<file path="src/rtl/best_fit_region_allocator_defines.svh">
// ----------------------------------------------------------------------------
// Best-fit region allocator assertion macros
// Shared property wrappers clocked on clk and disabled while in reset.
// ----------------------------------------------------------------------------
`ifndef BEST_FIT_REGION_ALLOCATOR_DEFINES_SVH
`define BEST_FIT_REGION_ALLOCATOR_DEFINES_SVH

// Plain clocked check that holds on every edge outside reset.
`define BFRA_ASSERT(label, prop, msg) \
  label: assert property (@(posedge clk) disable iff (!rst_n) (prop)) else $error(msg);

// Implication check: when the antecedent holds, the consequent follows next cycle.
`define BFRA_ASSERT_NEXT(label, ante, cons, msg) \
  label: assert property (@(posedge clk) disable iff (!rst_n) (ante) |=> (cons)) \
    else $error(msg);

`endif

</file>
<file path="src/rtl/bfra_pkg.sv">
// ----------------------------------------------------------------------------
// Best-fit region allocator package
// Shared widths, codes, table entry type and helper functions.
// ----------------------------------------------------------------------------
package bfra_pkg;

  localparam int MAX_REGIONS = 32;
  localparam int IDX_W       = $clog2(MAX_REGIONS);
  localparam int CNT_W       = $clog2(MAX_REGIONS + 1);
  localparam int DATA_W      = 32;

  typedef enum logic [1:0] {
    OP_ALLOC   = 2'd0,
    OP_FREE    = 2'd1,
    OP_RESTART = 2'd2,
    OP_NOP     = 2'd3
  } op_t;

  typedef enum logic [1:0] {
    ST_OK    = 2'd0,
    ST_OVER  = 2'd1,
    ST_NOFIT = 2'd2,
    ST_FULL  = 2'd3
  } status_t;

  typedef struct packed {
    logic [DATA_W-1:0] start;
    logic [DATA_W-1:0] size;
    logic [DATA_W-1:0] age;
  } entry_t;

  // Lowest set bit of a slot mask; the top bit of the result flags a hit.
  function automatic logic [IDX_W:0] first_set(input logic [MAX_REGIONS-1:0] v);
    logic [IDX_W:0] r;
    r = '0;
    for (int i = MAX_REGIONS - 1; i >= 0; i--) begin
      if (v[i]) begin
        r = {1'b1, IDX_W'(i)};
      end
    end
    return r;
  endfunction

endpackage

</file>
<file path="src/rtl/bfra_in_if.sv">
// ----------------------------------------------------------------------------
// Best-fit region allocator request channel
// Valid/ready channel carrying one allocate, free or restart request.
// ----------------------------------------------------------------------------
interface bfra_in_if;
  logic        valid;
  logic        ready;
  logic [1:0]  action;
  logic [31:0] req_bytes;
  logic [31:0] free_offset;

  modport source (output valid, action, req_bytes, free_offset, input ready);
  modport sink   (input valid, action, req_bytes, free_offset, output ready);
endinterface

</file>
<file path="src/rtl/bfra_out_if.sv">
// ----------------------------------------------------------------------------
// Best-fit region allocator result channel
// Valid/ready channel carrying one result per request.
// ----------------------------------------------------------------------------
interface bfra_out_if;
  logic        valid;
  logic        ready;
  logic [1:0]  status;
  logic [31:0] alloc_offset;
  logic [31:0] bytes_in_use;

  modport source (output valid, status, alloc_offset, bytes_in_use, input ready);
  modport sink   (input valid, status, alloc_offset, bytes_in_use, output ready);
endinterface

</file>
<file path="src/rtl/best_fit_region_allocator.sv">
// Allocate and free go from S_IDLE through the scan state S_SCAN to S_FIN and the result;
// restart and no-op go from S_IDLE straight to S_FIN. One request is worked on at a time.
// Throughput is set by the scan of the region memory, one entry read per cycle.
// Reset (rst_n low, synchronous) empties the table, clears the byte total, the
// age counter and pool_r. The region memory itself is not cleared.
// ----------------------------------------------------------------------------
// Best-fit region allocator
// Keeps free regions of a byte pool in a memory and serves best-fit allocates,
// coalescing frees and pool restarts.
// ----------------------------------------------------------------------------
`include "best_fit_region_allocator_defines.svh"

module best_fit_region_allocator
  import bfra_pkg::*;
(
  input  logic        clk,
  input  logic        rst_n,
  bfra_in_if.sink     in_ch,
  bfra_out_if.source  out_ch,
  input  logic        cfg_we,
  input  logic [31:0] cfg_wdata
);

  typedef enum logic [2:0] {
    S_IDLE = 3'b001,
    S_SCAN = 3'b010,
    S_FIN  = 3'b100
  } state_t;

  state_t state_r, state_nxt;

  entry_t mem [MAX_REGIONS];
  entry_t rd_data_r;
  logic [IDX_W-1:0] rd_addr;
  logic             we;
  logic [IDX_W-1:0] wr_addr;
  entry_t           wr_data;

  logic [DATA_W-1:0] pool_r;
  logic [MAX_REGIONS-1:0] valid_r, valid_nxt;
  logic [DATA_W-1:0] ins_r, ins_nxt;
  logic [DATA_W-1:0] total_r, total_nxt;

  op_t               op_r;
  logic [DATA_W-1:0] req_r, foff_r;
  logic [CNT_W-1:0]  cnt_r, cnt_nxt;
  logic              rd_pend_r, rd_pend_nxt;
  logic [IDX_W-1:0]  rd_idx_r;

  logic              found_r, found_nxt;
  logic [IDX_W-1:0]  best_idx_r, best_idx_nxt;
  logic [DATA_W-1:0] best_size_r, best_size_nxt;
  logic [DATA_W-1:0] best_age_r, best_age_nxt;
  logic [DATA_W-1:0] best_start_r, best_start_nxt;

  logic [MAX_REGIONS-1:0] merged_r, merged_nxt;
  logic [DATA_W-1:0] mstart_r, mstart_nxt;
  logic [DATA_W:0]   msum_r, msum_nxt;

  logic              out_valid_r;
  status_t           out_status_r, status_nxt;
  logic [DATA_W-1:0] out_off_r, off_nxt;
  logic [DATA_W-1:0] out_total_r;

  logic              out_ok, accept, entry_ok;
  logic [DATA_W:0]   alloc_sum, free_end, left_end, msum_add;
  logic [IDX_W:0]    free_slot, merge_slot;
  logic [IDX_W-1:0]  slot;

  assign out_ok   = !out_valid_r || out_ch.ready;
  assign in_ch.ready = (state_r == S_IDLE);
  assign accept   = in_ch.valid && in_ch.ready;

  assign alloc_sum = {1'b0, total_r} + {1'b0, req_r};
  assign free_end  = {1'b0, foff_r} + {1'b0, req_r};
  assign left_end  = {1'b0, rd_data_r.start} + {1'b0, rd_data_r.size};
  assign msum_add  = msum_r + {1'b0, rd_data_r.size};
  assign entry_ok  = rd_pend_r && valid_r[rd_idx_r];
  assign free_slot  = first_set(~valid_r);
  assign merge_slot = first_set(merged_r);
  assign slot = (merged_r != '0) ? merge_slot[IDX_W-1:0] : free_slot[IDX_W-1:0];
  assign rd_addr = cnt_r[IDX_W-1:0];

  // Region memory: one write and one registered read per cycle.
  always_ff @(posedge clk) begin
    if (we) begin
      mem[wr_addr] <= wr_data;
    end
    rd_data_r <= mem[rd_addr];
  end

  always_comb begin
    state_nxt      = state_r;
    cnt_nxt        = cnt_r;
    rd_pend_nxt    = 1'b0;
    found_nxt      = found_r;
    best_idx_nxt   = best_idx_r;
    best_size_nxt  = best_size_r;
    best_age_nxt   = best_age_r;
    best_start_nxt = best_start_r;
    merged_nxt     = merged_r;
    mstart_nxt     = mstart_r;
    msum_nxt       = msum_r;
    valid_nxt      = valid_r;
    ins_nxt        = ins_r;
    total_nxt      = total_r;
    status_nxt     = ST_OK;
    off_nxt        = '0;
    we             = 1'b0;
    wr_addr        = '0;
    wr_data        = '0;

    unique case (state_r)
      S_IDLE: begin
        if (accept) begin
          cnt_nxt    = '0;
          found_nxt  = 1'b0;
          merged_nxt = '0;
          mstart_nxt = in_ch.free_offset;
          msum_nxt   = {1'b0, in_ch.req_bytes};
          if (op_t'(in_ch.action) == OP_ALLOC || op_t'(in_ch.action) == OP_FREE) begin
            state_nxt = S_SCAN;
          end else begin
            state_nxt = S_FIN;
          end
        end
      end
      S_SCAN: begin
        if (cnt_r != CNT_W'(MAX_REGIONS)) begin
          rd_pend_nxt = 1'b1;
          cnt_nxt     = cnt_r + 1'b1;
        end else if (!rd_pend_r) begin
          state_nxt = S_FIN;
        end
        if (entry_ok) begin
          if (op_r == OP_ALLOC) begin
            if (rd_data_r.size >= req_r &&
                (!found_r || rd_data_r.size < best_size_r ||
                 (rd_data_r.size == best_size_r && rd_data_r.age < best_age_r))) begin
              found_nxt      = 1'b1;
              best_idx_nxt   = rd_idx_r;
              best_size_nxt  = rd_data_r.size;
              best_age_nxt   = rd_data_r.age;
              best_start_nxt = rd_data_r.start;
            end
          end else if ({1'b0, rd_data_r.start} == free_end || left_end == {1'b0, foff_r}) begin
            merged_nxt[rd_idx_r] = 1'b1;
            // Sticky saturation: once past 32 bits the sum stays at 2^32.
            msum_nxt = msum_add[DATA_W] ? {1'b1, {DATA_W{1'b0}}} : msum_add;
            if ({1'b0, rd_data_r.start} != free_end) begin
              mstart_nxt = rd_data_r.start;
            end
          end
        end
      end
      S_FIN: begin
        if (out_ok) begin
          state_nxt = S_IDLE;
          unique case (op_r)
            OP_ALLOC: begin
              if (alloc_sum > {1'b0, pool_r}) begin
                status_nxt = ST_OVER;
              end else if (!found_r) begin
                status_nxt = ST_NOFIT;
              end else begin
                off_nxt   = best_start_r;
                total_nxt = alloc_sum[DATA_W-1:0];
                if (best_size_r > req_r) begin
                  we      = 1'b1;
                  wr_addr = best_idx_r;
                  wr_data = '{start: best_start_r + req_r,
                              size:  best_size_r - req_r,
                              age:   ins_r};
                  ins_nxt = ins_r + 1'b1;
                end else begin
                  valid_nxt[best_idx_r] = 1'b0;
                end
              end
            end
            OP_FREE: begin
              if (merged_r == '0 && !free_slot[IDX_W]) begin
                status_nxt = ST_FULL;
              end else begin
                valid_nxt       = valid_r & ~merged_r;
                valid_nxt[slot] = 1'b1;
                we      = 1'b1;
                wr_addr = slot;
                wr_data = '{start: mstart_r,
                            size:  msum_r[DATA_W] ? {DATA_W{1'b1}} : msum_r[DATA_W-1:0],
                            age:   ins_r};
                ins_nxt   = ins_r + 1'b1;
                total_nxt = (total_r >= req_r) ? total_r - req_r : '0;
              end
            end
            OP_RESTART: begin
              valid_nxt    = '0;
              valid_nxt[0] = 1'b1;
              we        = 1'b1;
              wr_addr   = '0;
              wr_data   = '{start: '0, size: pool_r, age: '0};
              ins_nxt   = DATA_W'(1);
              total_nxt = '0;
            end
            default: begin
              status_nxt = ST_OK;
            end
          endcase
        end
      end
      default: begin
        state_nxt = S_IDLE;
      end
    endcase
  end

  always_ff @(posedge clk) begin
    if (!rst_n) begin
      state_r     <= S_IDLE;
      valid_r     <= '0;
      ins_r       <= '0;
      total_r     <= '0;
      pool_r      <= '0;
      rd_pend_r   <= 1'b0;
      cnt_r       <= '0;
      out_valid_r <= 1'b0;
    end else begin
      state_r   <= state_nxt;
      valid_r   <= valid_nxt;
      ins_r     <= ins_nxt;
      total_r   <= total_nxt;
      rd_pend_r <= rd_pend_nxt;
      cnt_r     <= cnt_nxt;
      if (cfg_we) begin
        pool_r <= cfg_wdata;
      end
      if (state_r == S_FIN && out_ok) begin
        out_valid_r <= 1'b1;
      end else if (out_ch.ready) begin
        out_valid_r <= 1'b0;
      end
    end
  end

  always_ff @(posedge clk) begin
    rd_idx_r     <= rd_addr;
    found_r      <= found_nxt;
    best_idx_r   <= best_idx_nxt;
    best_size_r  <= best_size_nxt;
    best_age_r   <= best_age_nxt;
    best_start_r <= best_start_nxt;
    merged_r     <= merged_nxt;
    mstart_r     <= mstart_nxt;
    msum_r       <= msum_nxt;
    if (accept) begin
      op_r   <= op_t'(in_ch.action);
      req_r  <= in_ch.req_bytes;
      foff_r <= in_ch.free_offset;
    end
    if (state_r == S_FIN && out_ok) begin
      out_status_r <= status_nxt;
      out_off_r    <= off_nxt;
      out_total_r  <= total_nxt;
    end
  end

  assign out_ch.valid        = out_valid_r;
  assign out_ch.status       = out_status_r;
  assign out_ch.alloc_offset = out_off_r;
  assign out_ch.bytes_in_use = out_total_r;

  `BFRA_ASSERT(a_cnt_range, cnt_r <= CNT_W'(MAX_REGIONS), "scan counter out of range")
  `BFRA_ASSERT(a_grant_valid,
    !(state_r == S_FIN && op_r == OP_ALLOC && found_r) || valid_r[best_idx_r],
    "best-fit slot is not a valid region")
  `BFRA_ASSERT_NEXT(a_restart_seed, state_r == S_FIN && op_r == OP_RESTART && out_ok,
    valid_r == MAX_REGIONS'(1), "restart did not leave a single seeded region")
  `BFRA_ASSERT_NEXT(a_no_read_outside_scan, state_r != S_SCAN, !rd_pend_r,
    "memory read pending outside the scan")

endmodule

</file>
<file path="src/flat_wrapper.sv">
// flat-port wrapper written by rule: the top's interface ports become plain ports
module best_fit_region_allocator_flat import bfra_pkg::*;
  (clk, rst_n, cfg_we, cfg_wdata, in_ch_valid, in_ch_action, in_ch_req_bytes, in_ch_free_offset, in_ch_ready, out_ch_valid, out_ch_status, out_ch_alloc_offset, out_ch_bytes_in_use, out_ch_ready);
  bfra_in_if in_ch_i ();
  bfra_out_if out_ch_i ();
  input  logic clk;
  input  logic rst_n;
  input  logic cfg_we;
  input  logic [31:0] cfg_wdata;
  input wire logic [$bits(in_ch_i.valid)-1:0] in_ch_valid;
  input wire logic [$bits(in_ch_i.action)-1:0] in_ch_action;
  input wire logic [$bits(in_ch_i.req_bytes)-1:0] in_ch_req_bytes;
  input wire logic [$bits(in_ch_i.free_offset)-1:0] in_ch_free_offset;
  output wire logic [$bits(in_ch_i.ready)-1:0] in_ch_ready;
  output wire logic [$bits(out_ch_i.valid)-1:0] out_ch_valid;
  output wire logic [$bits(out_ch_i.status)-1:0] out_ch_status;
  output wire logic [$bits(out_ch_i.alloc_offset)-1:0] out_ch_alloc_offset;
  output wire logic [$bits(out_ch_i.bytes_in_use)-1:0] out_ch_bytes_in_use;
  input wire logic [$bits(out_ch_i.ready)-1:0] out_ch_ready;
  assign in_ch_i.valid = in_ch_valid;
  assign in_ch_i.action = in_ch_action;
  assign in_ch_i.req_bytes = in_ch_req_bytes;
  assign in_ch_i.free_offset = in_ch_free_offset;
  assign in_ch_ready = in_ch_i.ready;
  assign out_ch_valid = out_ch_i.valid;
  assign out_ch_status = out_ch_i.status;
  assign out_ch_alloc_offset = out_ch_i.alloc_offset;
  assign out_ch_bytes_in_use = out_ch_i.bytes_in_use;
  assign out_ch_i.ready = out_ch_ready;
  best_fit_region_allocator u_core (.clk(clk), .rst_n(rst_n), .in_ch(in_ch_i), .out_ch(out_ch_i), .cfg_we(cfg_we), .cfg_wdata(cfg_wdata));
endmodule
</file>
<file path="config.mk">
export PLATFORM = sky130hd
export DESIGN_NAME = best_fit_region_allocator_flat
export DESIGN_NICKNAME = d
export VERILOG_FILES = /design/src/rtl/bfra_pkg.sv /design/src/rtl/bfra_in_if.sv /design/src/rtl/bfra_out_if.sv /design/src/rtl/best_fit_region_allocator.sv /design/src/flat_wrapper.sv
export VERILOG_INCLUDE_DIRS = /design/src /design/src/rtl
export SDC_FILE = /design/constraint.sdc
export NUM_CORES = 2
export LEC_CHECK = 0
export ABC_AREA = 0
export BUFFER_PORTS_ARGS = -buffer_cell sky130_fd_sc_hd__buf_2
export CAP_MARGIN = 20
export CORE_AREA = 2 2 482 724
export CTS_CLUSTER_SIZE = 28
export DETAILED_ROUTE_END_ITERATION = 7
export DIE_AREA = 0 0 484 726
export PLACE_DENSITY = 0.58
export SLEW_MARGIN = 20
export SYNTH_ARGS = -nofsm -noshare
export SYNTH_HDL_FRONTEND = slang
export SYNTH_SLANG_ARGS = --single-unit
export TNS_END_PERCENT = 10
</file>
<file path="constraint.sdc">
create_clock -name clk -period 34.7 [get_ports clk]
set_input_delay 8.675 -clock clk [delete_from_list [all_inputs] [get_ports clk]]
set_output_delay 8.675 -clock clk [all_outputs]
set_load 0.02 [all_outputs]
</file>
* Word level (Yosys, flattened, before mapping)
Memory sizes are Yosys's and may differ from the RTL's. A register that Yosys moved wholly into a read port is not among the register bits. Index checks and enable logic that the tools add are counted.
Storage, ports and cells: bits in registers 475, RAM bits 3072, bits of input ports 103, output and inout port bits 68, logic and storage cells 270, memories kept 1
Cells by class: add/subtract/negate cells 9, $lt $le $gt $ge 12, equal/unequal tests 27, multiplexer cells 152, bitwise operators 11, reductions and logical operators 35
Memories:
- u_core.mem | depth 32, width 96, rd ports 1, clocked after memory_dff 1, write ports 1, line best_fit_region_allocator.sv:32 | entry_t mem [MAX_REGIONS];
Operators with widths (number):
- $mux 32 | 24
- $mux 96 | 6
- $pmux 32 s3 | 3
- $pmux 96 s3 | 1
- $mux 6 | 34
- $mux 5 | 39
- $mux 33 | 5
- $pmux 32 s2 | 2
- $add 32x32->33 | 3
- $not 32->32 | 3
- $pmux 33 s2 | 1
- $and 32x32->32 | 2
- $ge 32x32->1 | 2
- $lt 32x32->1 | 2
- $or 32x32->32 | 2
- $sub 32x32->32 | 2
- $add 33x32->33 | 1
- $eq 32x33->1 | 1
- $eq 33x32->1 | 1
- $gt 33x32->1 | 1
- $ne 32x33->1 | 1
- $add 32x1->32 const B | 1
- $add 32x32->32 | 1
- $eq 32x32->1 | 1
- 39 further kinds | 107

* Longest topological paths before layout
depth after elaboration 41, depth in mapped cells 27, gate-level depth less buffers 23

* Least setup slack after synthesis
Ideal clock, no wire load.
path type input -> register, from input port out_ch_ready, to memory u_core.mem[11][0] (netlist bit) (enable), library setup time 668 ps, arrival time 16642 ps, required time 34032 ps, path slack 17389 ps, cell stages on the path 10, buffers on the path 2, path through nor2b_1 -> nand2b_1 -> clkbuf_1 -> inv_1 -> o21ai_0 -> nor2_1 -> a31oi_1 -> or2_2 -> clkbuf_1 -> nor3_1
Between the ends: longest elaborated chain between the ends 5, elaborated cells on any way between the ends 7, classes of those cells 6 x mux; 1 x reduce/logical
RTL lines:
- start, declared | line flat_wrapper.sv:19 | input wire logic [$bits(out_ch_i.ready)-1:0] out_ch_ready;
- $logic_or 1x1->1 (*) | line best_fit_region_allocator.sv:70 | assign out_ok = !out_valid_r || out_ch.ready;
- $mux 1 | line best_fit_region_allocator.sv:157 | if (out_ok) begin
- $mux 1 | line best_fit_region_allocator.sv:113 | unique case (state_r)
- $mux 1 | line best_fit_region_allocator.sv:86 | if (we) begin
- $mux 1 (not written as such) | line best_fit_region_allocator.sv:87 | mem[wr_addr] <= wr_data;
- end, declared | line best_fit_region_allocator.sv:32
Every way passes the cells marked *; elsewhere a longest branch is shown, timed or not.

==> metrics.txt <==
I/O pins=171; ranking of synthesized cells by area=edfxtp_1, mux4_2, dfxtp_1; Synthesized Nets=9,179; CP endpoint kind=register; DRT antenna net count=0; chip width=484 um; routed vias=86,400; Max Fclk=0.0782 GHz; most common cell in the netlist=edfxtp_1; DR pass1 iterations=8; worst-case clock buffer depth=4; Die Ht=726 um; Cell Pwr Density=52.0 mW/mm2; average routed wire per standard cell=35.2 um; drt initial violations=9,658; startpoint types=primary input; max reg flops=3,072; leak pwr=55.9 nW; Worst path max stage delay=1.03 ns; Synth Warn #=0; share of cells above drive strength 1=23.2%; register area share after synthesis=69.1%; Finished Layout Cells=13,900; synth cell count leaders=edfxtp_1, mux4_2, nand2_1, a21oi_1, ha_1; Port Buf Inserts=170; Post-Place Setup Slack=20.84 ns; Power Total=9.04 mW; pin count of the biggest net entering global routing=152; gr ovfl total=0; status=finished clean; top-area cell type share of the netlist area=66.0%; Async S/R FF share, synth=0%; Initial Utilization=44.8%; CP arrival=13.48 ns; Slew Limit Fails=0; minimum clock period=12.78 ns; RSZ-0062 raised after global routing=no; Worst-Skew Late Latency=0.94 ns; hold crit path type=reg -> reg; CTS Root Cell=clkbuf_16; worst hold slack=0.438 ns; Final Cycle Share=36.8%; vias in the first global route=87,700; area leader, netlist=edfxtp_1; Synth Cell Area=0.155 mm2; gp weighted congestion=0.992; Req. time, crit path=35.39 ns; Fin Clk Skew=0.0845 ns; CP Class=in -> reg; cells along the critical path=buf_2, nor2b_1, nand2b_1, buf_4, inv_4, nand2b_4, nor2_1, nand3_2, or4_1, o211ai_1, buf_4; Post-synth EDFFs=3,403; post-route cell area=0.174 mm2; final setup TNS=0 ns; Core Rows=265; CTS tree=built; ys flop type=edfxtp_1; DP Area=0.162 mm2; Num Clock Sinks=3,643; setup bufs post-CTS=0; Slew @ Worst Pin=1.35 ns; synthesized instance count=8,711; synthesized flop and latch total=3,643; Inst Count DP=13,200; total CTS buffers=349; Final nets=9,509; P&R area growth vs syn=12.5%; final hold vios=0; # H-tree levels=5; drt drc=0; MaxCap Viol Count=0; largest reg by FF count=u_core.mem; crit path buf inv count=4; Total GRT Usage=27.5%; Crit Path Max Fanout=39; most frequent CP cell=buf_4; biggest regs=u_core.mem x3072, u_core.rd_data_r x96, u_core.msum_r x33; unique cell type count in the Yosys netlist=94; Resize count post-CTS=0; CP max stage cell=nor2_1; initial antenna violation count=44; final setup violation count=0; Hold-fix buffers, CTS=0; first-pass GRT wire length=682,000 um; VDD IR max=0.0000404 V; Avg Cell Area, Syn=17.8 um2; r2r setup slk=24.02 ns; post-route setup slack=21.92 ns; Rel. slew slack=9.69%; HPWL after DPL=311,000 um; Util after Layout=50.4%; kind of cell adding the most delay to the critical path=simple AND/OR/NAND/NOR gates; full die area=0.351 mm2; via/cell ratio=6.22; core area=0.345 mm2; clock slew at reported path FFs=0.06 ns; final wirelength=489,000 um
[cells in the final DEF (no fill, tap or decap), types with 38 or more instances in the layout]
cell,synthesis,routed
nor3_1,107,83
or3_1,52,52
inv_1,250,247
nor2b_1,59,59
and3_1,63,63
nand2b_1,46,45
o31ai_1,55,53
nand3_1,73,72
a31oi_1,67,38
o21a_1,47,46
buf_2,17,170
edfxtp_1,3403,3403
clkbuf_16,0,359
o211ai_1,55,55
mux4_2,968,968
a21o_1,120,120
clkinv_2,0,66
nand4_1,72,72
buf_4,0,202
o21ai_0,248,242
ha_1,358,357
xnor2_1,138,137
mux2i_1,53,53
nor2_1,338,305
clkinv_1,1,53
dfxtp_1,240,235
bufinv_16,0,40
xor2_1,68,67
nand2_1,412,412
clkbuf_1,311,57
and2_1,65,48
a21oi_1,383,380
mux2_2,106,106
[power breakdown]
| part | internal [mW] | switching [mW] | total (mW) |
|---|---|---|---|
| clock | 2.22 | 1.69 | 3.91 |
| combinational | 0.111 | 0.234 | 0.345 |
| sequential | 4.76 | 0.0346 | 4.79 |
[worst reg2reg max path, stage by stage (launching register included)]
cell	delay, ns
edfxtp_1	0.94
inv_1	0.26
ha_1	0.51
or3_1	0.44
or4_1	0.41
a2111oi_0	0.71
nor3_1	0.31
o31ai_1	0.35
xnor2_1	0.32
ha_1	0.42
and4_1	0.22
nand4_1	0.13
or4_1	0.68
or4_4	0.63
o2111ai_2	0.13
o2111ai_1	0.28
nor4_4	0.41
buf_4	0.30
a31oi_1	0.23
nand2b_1	0.54
nor3_2	0.34
buf_4	0.79
buf_4	0.87
[routing by layer]
metal | vias up | GRT usage, % | share of wire, %
li1 | 36100 | - | -
met1 | 45800 | 33.3 | 37
met2 | 3575 | 47.1 | 50
met3 | 937 | 3.97 | 5.8
met4 | 2 | 15.9 | 6.7
met5 | - | 0 | 0.0022
[final cells by class]
type                       instances  area, um2
antenna                           35       87.6
clock buffer                     425       9320
clock inverter                   205       2250
fill                           27900     171000
inverter                         252        950
multi-input combinational       4406      46100
sequential                      3643     107000
tap                             4539       5680
timing repair buffer             389       2660
[cells by family (layout without fill, tap and decap cells)]
family	Yosys count	count (layout)	synth area share [%]
fa+ha+maj	365	365	2.99
mux	1127	1127	15.2
flops	3643	3643	69.1
compound gates	1306	1306	5.46
xor+xnor	206	206	1.17
buf+inv	662	1271	1.63
other cells	0	35	0
simple gates	1402	1402	4.41
[final timing paths]
kind,from,to,cells after the start
setup / recovery,out_ch_ready,u_core.mem[23][95],11
hold / removal,u_core.rd_data_r[0],u_core.best_age_r[0],0
setup reg to reg,u_core.req_r[20],u_core.mem[18][58],22
hold reg to reg,u_core.rd_data_r[0],u_core.best_age_r[0],0
No activity file was read; power rests on OpenSTA's default activity.
